File: config.mk
export PLATFORM = sky130hd
export DESIGN_NAME = elrc_back
export DESIGN_NICKNAME = d
export VERILOG_FILES = /design/src/rtl/elrc_pkg.sv /design/src/rtl/elrc_back.sv
export SDC_FILE = /design/constraint.sdc
export NUM_CORES = 1
export LEC_CHECK = 0
export CORE_MARGIN = 1.5
export CORE_UTILIZATION = 35
export DETAILED_ROUTE_END_ITERATION = 8
export DONT_BUFFER_PORTS = 1
export PLACE_DENSITY_LB_ADDON = 0.3
export SYNTH_ARGS = -nofsm -noshare
export SYNTH_HDL_FRONTEND = slang
export SYNTH_SLANG_ARGS = --single-unit
export TNS_END_PERCENT = 20
File: constraint.sdc
create_clock -name clk -period 11 [get_ports clk]
set_input_delay 2.2 -clock clk [delete_from_list [all_inputs] [get_ports clk]]
set_output_delay 2.2 -clock clk [all_outputs]
set_load 0.02 [all_outputs]
File: src/rtl/elrc_pkg.sv
// elrc_pkg: shared constants, register indexes, error codes and types of the
// extent list region checker. Used by every module under rtl.
// No dependencies.
package elrc_pkg;

  localparam int ADDR_BITS_DEF  = 41;
  localparam int COUNT_BITS_DEF = 16;
  localparam int QUEUE_DEPTH    = 4;

  localparam int OFS_W   = 40;
  localparam int LEN_W   = 40;
  localparam int FEND_W  = 41;
  localparam int IMG_W   = 36;
  localparam int SECT_W  = 16;
  localparam int FRAG_W  = 16;
  localparam int LIM_W   = 41;
  localparam int ERR_W   = 4;
  localparam int CFG_IDX_W  = 3;
  localparam int CFG_DATA_W = 41;
  localparam int IN_TDATA_W = OFS_W + LEN_W;

  localparam logic [SECT_W-1:0] SECTOR_MIN = SECT_W'(512);
  localparam logic [SECT_W-1:0] SECTOR_MAX = SECT_W'(4096);

  localparam logic [CFG_IDX_W-1:0] REG_IMAGE_BYTES = 3'd0;
  localparam logic [CFG_IDX_W-1:0] REG_SECTOR_SIZE = 3'd1;
  localparam logic [CFG_IDX_W-1:0] REG_USED_FRAGS  = 3'd2;
  localparam logic [CFG_IDX_W-1:0] REG_FLOOR       = 3'd3;
  localparam logic [CFG_IDX_W-1:0] REG_DUAL_THRESH = 3'd4;
  localparam logic [CFG_IDX_W-1:0] REG_LIMIT       = 3'd5;
  localparam logic [CFG_IDX_W-1:0] REG_FRAG_CAP    = 3'd6;
  localparam logic [CFG_IDX_W-1:0] REG_FRAG_RSV    = 3'd7;

  localparam logic [IMG_W-1:0]  RST_IMAGE_BYTES = '0;
  localparam logic [SECT_W-1:0] RST_SECTOR_SIZE = SECT_W'(512);
  localparam logic [FRAG_W-1:0] RST_USED_FRAGS  = '0;
  localparam logic [IMG_W-1:0]  RST_FLOOR       = '0;
  localparam logic [IMG_W-1:0]  RST_DUAL_THRESH = IMG_W'(64'd4699979776);
  localparam logic [LIM_W-1:0]  RST_LIMIT       = LIM_W'(64'd2147483648);
  localparam logic [FRAG_W-1:0] RST_FRAG_CAP    = FRAG_W'(1024);
  localparam logic [FRAG_W-1:0] RST_FRAG_RSV    = '0;

  localparam logic [ERR_W-1:0] ERR_NONE       = 4'd0;
  localparam logic [ERR_W-1:0] ERR_NOT_POW2   = 4'd1;
  localparam logic [ERR_W-1:0] ERR_SIZE_RANGE = 4'd2;
  localparam logic [ERR_W-1:0] ERR_EMPTY      = 4'd3;
  localparam logic [ERR_W-1:0] ERR_DUAL_LAYER = 4'd4;
  localparam logic [ERR_W-1:0] ERR_BELOW      = 4'd5;
  localparam logic [ERR_W-1:0] ERR_MISALIGN   = 4'd6;
  localparam logic [ERR_W-1:0] ERR_ORDER      = 4'd7;
  localparam logic [ERR_W-1:0] ERR_OVERFLOW   = 4'd8;
  localparam logic [ERR_W-1:0] ERR_OVER_LIMIT = 4'd9;
  localparam logic [ERR_W-1:0] ERR_FRAGS      = 4'd10;

  typedef struct packed {
    logic [SECT_W-1:0] align_mask;
    logic [SECT_W-1:0] round_mask;
    logic              bad_pow2;
    logic              bad_range;
    logic              dual_layer;
    logic [LIM_W-1:0]  limit;
    logic [FRAG_W-1:0] frags_free;
  } cfg_view_t;

  typedef struct packed {
    logic below;
    logic misal;
    logic over;
  } ext_flags_t;

  localparam int FLAGS_W = $bits(ext_flags_t);

endpackage

File: src/rtl/elrc_back.sv
// elrc_back: list state (ends, sum, count, first error), verdict stage and
// output register. Depends on elrc_pkg.
module elrc_back
  import elrc_pkg::*;
#(
  parameter int ADDR_BITS  = ADDR_BITS_DEF,
  parameter int COUNT_BITS = COUNT_BITS_DEF,
  localparam int ENT_W     = 1 + FLAGS_W + ADDR_BITS + LEN_W + OFS_W
) (
  input  logic                  clk,
  input  logic                  rst_n,
  input  logic                  q_valid,
  output logic                  q_ready,
  input  logic [ENT_W-1:0]      q_data,
  input  logic [ADDR_BITS-1:0]  region_start,
  input  cfg_view_t             view,
  output logic                  out_valid,
  input  logic                  out_ready,
  output logic                  ok,
  output logic [ERR_W-1:0]      error_code,
  output logic [ADDR_BITS-1:0]  region_start_out,
  output logic [ADDR_BITS-1:0]  region_end_out,
  output logic [ADDR_BITS-1:0]  payload_total_out,
  output logic [COUNT_BITS-1:0] files_out,
  output logic [FRAG_W-1:0]     frags_free,
  output logic [ADDR_BITS-1:0]  headroom
);

  localparam int XW  = (ADDR_BITS > FEND_W) ? ADDR_BITS : FEND_W;
  localparam int EW  = XW + 1;
  localparam int FCW = (COUNT_BITS > FRAG_W) ? COUNT_BITS : FRAG_W;

  logic                 e_last;
  ext_flags_t           e_flags;
  logic [ADDR_BITS-1:0] e_fend;
  logic [LEN_W-1:0]     e_len;
  logic [OFS_W-1:0]     e_off;

  logic [ADDR_BITS-1:0]  prev_end_r, high_end_r, sum_r;
  logic [COUNT_BITS-1:0] count_r;
  logic [ERR_W-1:0]      fault_r;

  logic                  v_valid_r;
  logic [ERR_W-1:0]      v_code_r;
  logic [ADDR_BITS-1:0]  v_start_r, v_sum_r;
  logic [EW-1:0]         v_end_r;
  logic [COUNT_BITS-1:0] v_count_r;

  logic                  out_valid_r, ok_r;
  logic [ERR_W-1:0]      err_r;
  logic [ADDR_BITS-1:0]  start_r, end_r, total_r, head_r;
  logic [COUNT_BITS-1:0] files_r;
  logic [FRAG_W-1:0]     free_r;

  logic                  out_free, v_free, pop;
  logic [ERR_W-1:0]      fault_nxt, pre_code, v_code;
  logic [EW-1:0]         sum_ext, end_nxt;
  logic [ADDR_BITS-1:0]  sum_nxt, end_base;
  logic                  ext_good;

  assign {e_last, e_flags, e_fend, e_len, e_off} = q_data;

  assign out_free = !out_valid_r || out_ready;
  assign v_free   = !v_valid_r || out_free;
  assign q_ready  = !e_last || v_free;
  assign pop      = q_valid && q_ready;

  always_comb begin
    fault_nxt = fault_r;
    ext_good  = 1'b0;
    if (fault_r == ERR_NONE) begin
      if (e_flags.below) begin
        fault_nxt = ERR_BELOW;
      end else if (e_flags.misal) begin
        fault_nxt = ERR_MISALIGN;
      end else if ((count_r != '0) && (XW'(e_off) < XW'(prev_end_r))) begin
        fault_nxt = ERR_ORDER;
      end else if (e_flags.over) begin
        fault_nxt = ERR_OVERFLOW;
      end else begin
        ext_good = 1'b1;
      end
    end
    sum_ext = EW'(sum_r) + EW'(e_len);
    sum_nxt = (sum_ext > EW'({ADDR_BITS{1'b1}})) ? {ADDR_BITS{1'b1}} : ADDR_BITS'(sum_ext);

    end_base = (high_end_r > region_start) ? high_end_r : region_start;
    end_nxt  = (EW'(end_base) + EW'(view.round_mask)) & ~(EW'(view.round_mask));

    if (view.bad_pow2) begin
      pre_code = ERR_NOT_POW2;
    end else if (view.bad_range) begin
      pre_code = ERR_SIZE_RANGE;
    end else if (count_r == '0) begin
      pre_code = ERR_EMPTY;
    end else if (view.dual_layer) begin
      pre_code = ERR_DUAL_LAYER;
    end else begin
      pre_code = fault_r;
    end

    if (v_code_r != ERR_NONE) begin
      v_code = v_code_r;
    end else if (v_end_r > EW'(view.limit)) begin
      v_code = ERR_OVER_LIMIT;
    end else if (FCW'(v_count_r) > FCW'(view.frags_free)) begin
      v_code = ERR_FRAGS;
    end else begin
      v_code = ERR_NONE;
    end
  end

  always_ff @(posedge clk) begin
    if (!rst_n) begin
      prev_end_r <= '0;
      high_end_r <= '0;
      sum_r      <= '0;
      count_r    <= '0;
      fault_r    <= ERR_NONE;
    end else if (pop) begin
      if (e_last) begin
        prev_end_r <= region_start;
        high_end_r <= region_start;
        sum_r      <= '0;
        count_r    <= '0;
        fault_r    <= ERR_NONE;
      end else begin
        fault_r <= fault_nxt;
        if (ext_good) begin
          prev_end_r <= e_fend;
          sum_r      <= sum_nxt;
          if (e_fend > high_end_r) begin
            high_end_r <= e_fend;
          end
        end
        if (count_r != {COUNT_BITS{1'b1}}) begin
          count_r <= count_r + COUNT_BITS'(1);
        end
      end
    end
  end

  // verdict stage
  always_ff @(posedge clk) begin
    if (!rst_n) begin
      v_valid_r <= 1'b0;
    end else if (v_free) begin
      v_valid_r <= pop && e_last;
    end
  end

  always_ff @(posedge clk) begin
    if (v_free && pop && e_last) begin
      v_code_r  <= pre_code;
      v_start_r <= region_start;
      v_end_r   <= end_nxt;
      v_sum_r   <= sum_r;
      v_count_r <= count_r;
    end
  end

  // output register
  always_ff @(posedge clk) begin
    if (!rst_n) begin
      out_valid_r <= 1'b0;
    end else if (out_free) begin
      out_valid_r <= v_valid_r;
    end
  end

  always_ff @(posedge clk) begin
    if (out_free && v_valid_r) begin
      ok_r  <= (v_code == ERR_NONE);
      err_r <= v_code;
      if (v_code == ERR_NONE) begin
        start_r <= v_start_r;
        end_r   <= ADDR_BITS'(v_end_r);
        total_r <= v_sum_r;
        files_r <= v_count_r;
        free_r  <= view.frags_free;
        head_r  <= ADDR_BITS'(EW'(view.limit) - v_end_r);
      end else begin
        start_r <= '0;
        end_r   <= '0;
        total_r <= '0;
        files_r <= '0;
        free_r  <= '0;
        head_r  <= '0;
      end
    end
  end

  assign out_valid         = out_valid_r;
  assign ok                = ok_r;
  assign error_code        = err_r;
  assign region_start_out  = start_r;
  assign region_end_out    = end_r;
  assign payload_total_out = total_r;
  assign files_out         = files_r;
  assign frags_free        = free_r;
  assign headroom          = head_r;

endmodule

# Yosys cells after proc, flatten, opt, wreduce, memory -nomap -nowiden
# Cells that the tools add are included.
[totals]
inputBits = 262
register_bits = 490
word_cells = 91
[classes]
eq_ne = 1
addsub = 4
reduce_logical = 28
n_bitwise = 2
n_mux = 28
order_cmp = 6
[op_table]
columns = ["operator", "n"]
rows = [
  ["2-to-1 mux 41 bit", 9],
  ["> comparator 41 bit", 2],
  ["adder 41 x 16 -> 42 bit", 1],
  ["adder 41 x 40 -> 42 bit", 1],
  ["bitwise AND 42 bit", 1],
  ["> comparator 42 x 41 -> 1 bit", 1],
  ["> comparator 42 x 41 -> 1 bit, second input constant", 1],
  ["inverter 16 -> 42 bit", 1],
  ["< comparator 40 x 41 -> 1 bit", 1],
  ["subtractor 41 bit", 1],
  ["2-to-1 mux 4 bit", 9],
  ["2-to-1 mux 16 bit", 2],
  ["adder 16 x 1 -> 16 bit, second input constant", 1],
  ["> comparator 16 bit", 1],
  ["zero test 16 bit", 1],
  ["!= test 16 bit, second input constant", 1],
  ["nonzero test 16 bit", 1],
  ["zero test 4 bit", 2],
  ["nonzero test 2 bit", 4],
  ["logical AND 1 bit", 6],
  ["AND reduction 3 bit", 2],
  ["2-to-1 mux 1 bit", 5],
  ["nonzero test 5 bit", 1],
  ["2-to-1 mux 2 bit", 2],
  ["7 further kinds", 12],
]

# Longest topological paths before layout
[depth]
ltp_word = 8
depth_mapped = 26
mapped_depth_nobuf = 23

# Worst setup path after synthesis
# No wires, ideal clock.
[synth_path]
kind = "input -> register"
start = "input port out_ready"
end = "register err_r[0], in the netlist error_code[0], enable pin"
stages = 2
setup_slack_ns = -0.939
arrival_time_ns = 11.149
n_path_buf = 0
path_cell_list = "nor2b_1 > nor2b_1"
[synth_between]
elab_chain_len = 2
[synth_lines]
columns = ["element", "line", "text"]
rows = [
  ["from (decl)", "elrc_back.sv:18", "input logic out_ready,"],
  ["logical OR 1 bit", "elrc_back.sv:63", "assign out_free = !out_valid_r || out_ready;"],
  ["logical AND 1 bit", "elrc_back.sv:172", "if (out_free && v_valid_r) begin"],
  ["to (signal assigned)", "elrc_back.sv:174", "err_r <= v_code;"],
  ["to (decl)", "elrc_back.sv:50", "logic [ERR_W-1:0] err_r;"],
]
# No other way between the ends.
# A chain may end at the register's enable or synchronous reset.

# Final worst setup path
[layout_path]
start = "input port region_start[39]"
end = "register v_end_r[32], data pin"
[layout_between]
elab_chain_len = 4
[layout_lines]
columns = ["element", "line", "text"]
rows = [
  ["from (decl)", "elrc_back.sv:15", "input logic [ADDR_BITS-1:0] region_start,"],
  ["> comparator 41 bit", "elrc_back.sv:87", "end_base = (high_end_r > region_start) ? high_end_r : region_start;"],
  ["2-to-1 mux 41 bit", "elrc_back.sv:87", ""],
  ["adder 41 x 16 -> 42 bit", "elrc_back.sv:88", "end_nxt = (EW'(end_base) + EW'(view.round_mask)) & ~(EW'(view.round_mask));"],
  ["bitwise AND 42 bit", "elrc_back.sv:88", ""],
  ["named net end_nxt[32]", "elrc_back.sv:57", "logic [EW-1:0] sum_ext, end_nxt;"],
  ["to (signal assigned)", "elrc_back.sv:156", "v_end_r <= end_nxt;"],
  ["to (decl)", "elrc_back.sv:46", "logic [EW-1:0] v_end_r;"],
]
# The timed path passes the listed nets, and every way through them passes these cells.

==> results.ini <==
[drt]
dr.first_iter.drc_count=1122
viasPerCell=5.14
dr.pass1.iters=5
drt_wl_total_um=79900
ant_nets=0
wire_per_inst_um=20.6
drc=0
num_vias=19900

[sta]
min_period_ns=7.62
tns_ns=0
report.final.slew_viol_count=0
slew_headroom_pct=28.1
fmax_ghz=0.131
grt_setup_unrepaired=false
worstMarginPinSlew_ns=1.08
postLayoutSetupSlackWorst_ns=3.38
hold_violations=0
fin_skew_ns=0.0406
post-route-period-util_pct=69.2
setup_viol=0

[critical_path]
cp-end-kind=register
reg2reg_setup_slack_ns=4.65
critical_path.top_delay_family=compound AO/OA/AOI/OAI gates
crit_path_top_delay_cell=o31ai_2
crit_required_ns=11.34
crit_type=input pin to register
max_stage_delay_ns=0.76
crit_path_start_kind=input pin
critPathMaxFanout=31
crit_arrival_ns=7.96
cp_num_buf_inv=3
crit_chain=inv_1 > ha_1 > nand4_1 > nor4_2 > and4_1 > o21ai_1 > a22oi_2 > buf_4 > nand2_1 > o21ai_0 > inv_1 > fa_1 > nor2b_1 > o21ai_1 > a21oi_1 > o21ai_1 > a21oi_2 > a211oi_1 > o31ai_2 > a21boi_1 > or3b_1 > xnor2_1 > mux2i_1
path_common_cell=o21ai_1

[finish]
drive_gt1_share_pct=5.27
stdcell_count=3875
finish.net_count=3301
syn_to_final_growth_pct=10.7
design_area_mm2=0.0313

[die]
die_area_mm2=0.0825
die_h_um=287
rows=104
initial_core_util_pct=35.2
io_pins=465
core_area_mm2=0.0803
dieWidth_um=287

[synthesis]
async_reset_ff_share_pct=0
muxShareOfSynthArea_pct=2.81
synth-warning-count=0
synth_cells=2782
synth_common_cells=345 x edfxtp_1, 278 x ha_1, 264 x nand2_1
synth_edf_count=345
synth_compound_area_share_pct=14.6
synth_largest_area_cell=edfxtp_1
post-synth-top-count-cell=edfxtp_1
yosys.area_share.simple_pct=14.5
yosys-top-cells-area=edfxtp_1 37%, ha_1 12%, dfxtp_1 10%
synth_cell_types=77
synth_area_per_cell_um2=10.2
synth_top_area_share_pct=36.6
synth_top_family_by_area=compound AO/OA/AOI/OAI gates
synthAdderAreaFrac_pct=12.5
seq_area_frac_synth_pct=46.9
synth_xor_area_share_pct=3.90
synth_flop_cell=edfxtp_1
synthesis.area_mm2=0.0283
ys_ff_latch=490
syn_nets=3325

[hold_path]
hp-class=register to register

[clocking]
numCtsBuffers=57
clk_latency_ns=0.64
cts-hold-fix-buffers=0
cts_buffer_depth=3
ctsResizeCount=0
clkSlewWorstSetupHoldPaths_ns=0.06
cts_tree=yes
cts_setup_buffers=0
htree_levels=2
cts-root-buf=clkbuf_16
cts_num_sinks=490

[placed_design]
gp_congestion=0.884
io_buffers=0
dp_cells=3759
dp_hpwl_um=60900
dp_slack_ns=2.67
placed_area_mm2=0.0294

[global_routing]
gr-total-overflow=0
grt_pass1_wl_um=118000
gr-usage-all-layers_pct=18.7
antenna_found_initial=29
grt_max_degree=154
grt_pass1_vias=19100

[flow_run]
drv_cap=0

[outcome]
status=completed

[power_and_ir_drop]
peakVddDrop_mv=0.119
p_leak_nw=13.2
power_density_mw_per_mm2=151

-- path summary, 6_finish.rpt --
path	from	to	cells after the start
worst min register to register	sum_r[25]	sum_r[25]	2
worst max-delay path	region_start[39]	v_end_r[32]	23
worst max register to register	high_end_r[39]	v_end_r[32]	22
worst min-delay path	sum_r[25]	sum_r[25]	2
-- flip-flops by register name, summed over array words and instances, names as in the netlist --
register / flops
region_end_out: 41
payload_total_out: 41
v_start_r: 41
v_sum_r: 41
frags_free: 16
files_out: 16
high_end_r: 41
region_start_out: 41
error_code: 4
count_r: 16
v_valid_r: 1
headroom: 41
ok: 1
v_end_r: 42
prev_end_r: 41
v_count_r: 16
v_code_r: 4
sum_r: 41
fault_r: 4
out_valid: 1
-- layer usage --
| metal | share of wire, % | up-vias | track usage, % |
|---|---|---|---|
| li1 | - | 9875 | - |
| met1 | 43 | 9390 | 23.3 |
| met2 | 45 | 455 | 29.7 |
| met3 | 7.8 | 162 | 6.46 |
| met4 | 3.6 | 34 | 7.16 |
| met5 | 0.28 | - | 0 |
-- placed cells by master, fill, tap and decap left out, drive strengths merged, types with 11 or more instances in the layout --
cell / instances
clkinv: 25
a221o: 11
or3: 13
nand4: 47
and2: 107
o211a: 66
nand3: 49
a21oi: 152
clkbuf: 64
dfxtp: 145
o31ai: 14
mux2i: 68
o21bai: 19
edfxtp: 345
a21o: 98
buf: 12
xnor2: 84
nand2: 264
nor2b: 54
nor3: 36
o21ai: 135
a31oi: 11
nor2: 194
inv: 266
o21a: 26
xor2: 42
nor4: 17
ha: 278
and3: 20
nand2b: 13
-- final cells by class --
| class | count | area (um^2) |
|---|---|---|
| Clock buffer | 64 | 1460 |
| Timing Repair Buffer | 12 | 103 |
| Antenna cell | 9 | 22.5 |
| Inverter | 261 | 985 |
| Fill cell | 7860 | 49000 |
| Multi-Input combinational cell | 1936 | 13700 |
| Clock inverter | 43 | 467 |
| Sequential cell | 490 | 13300 |
| Tap cell | 1060 | 1330 |
-- through the flow --
stage	hold WS, ns	util [%]	total power [mW]
6_report	0.459	39.0	4.74
3_3_place_gp	0.444	36.6	2.82
2_1_floorplan	0.432	-	2.68
3_5_place_dp	0.449	36.6	2.83
5_1_grt	0.462	39.0	4.95
4_1_cts	0.447	39.0	4.80
-- power by group --
group | internal (mW) | total, mW | switching (mW)
clock network | 1.11 | 1.95 | 0.840
logic | 0.263 | 0.642 | 0.379
registers | 2.06 | 2.15 | 0.0838
total | 3.44 | 4.74 | 1.30
-- worst reg2reg max path, cell delays in order, from the launching register on --
cell,delay (ns)
dfxtp_1,0.36
ha_1,0.33
nand4_1,0.20
nor4_2,0.43
and4_1,0.41
o21ai_1,0.24
a22oi_2,0.23
buf_4,0.30
nand2_1,0.09
o21ai_0,0.17
inv_1,0.12
fa_1,0.41
nor2b_1,0.17
o21ai_1,0.11
a21oi_1,0.20
o21ai_1,0.12
a21oi_2,0.25
a211oi_1,0.17
o31ai_2,0.76
a21boi_1,0.37
or3b_1,0.39
xnor2_1,0.14
mux2i_1,0.08
-- cells by family (layout without fill, tap and decap cells) --
logic type	count (synthesis)	count (layout)
and+or+nand+nor	846	846
AOI/OAI and AO/OA	606	606
DFF	490	490
buffers and inverters	356	380
adders and majority gates	281	281
xor gates and xnor gates	126	126
muxes	77	77
other	0	9
Power figures use the tool's default switching activity.
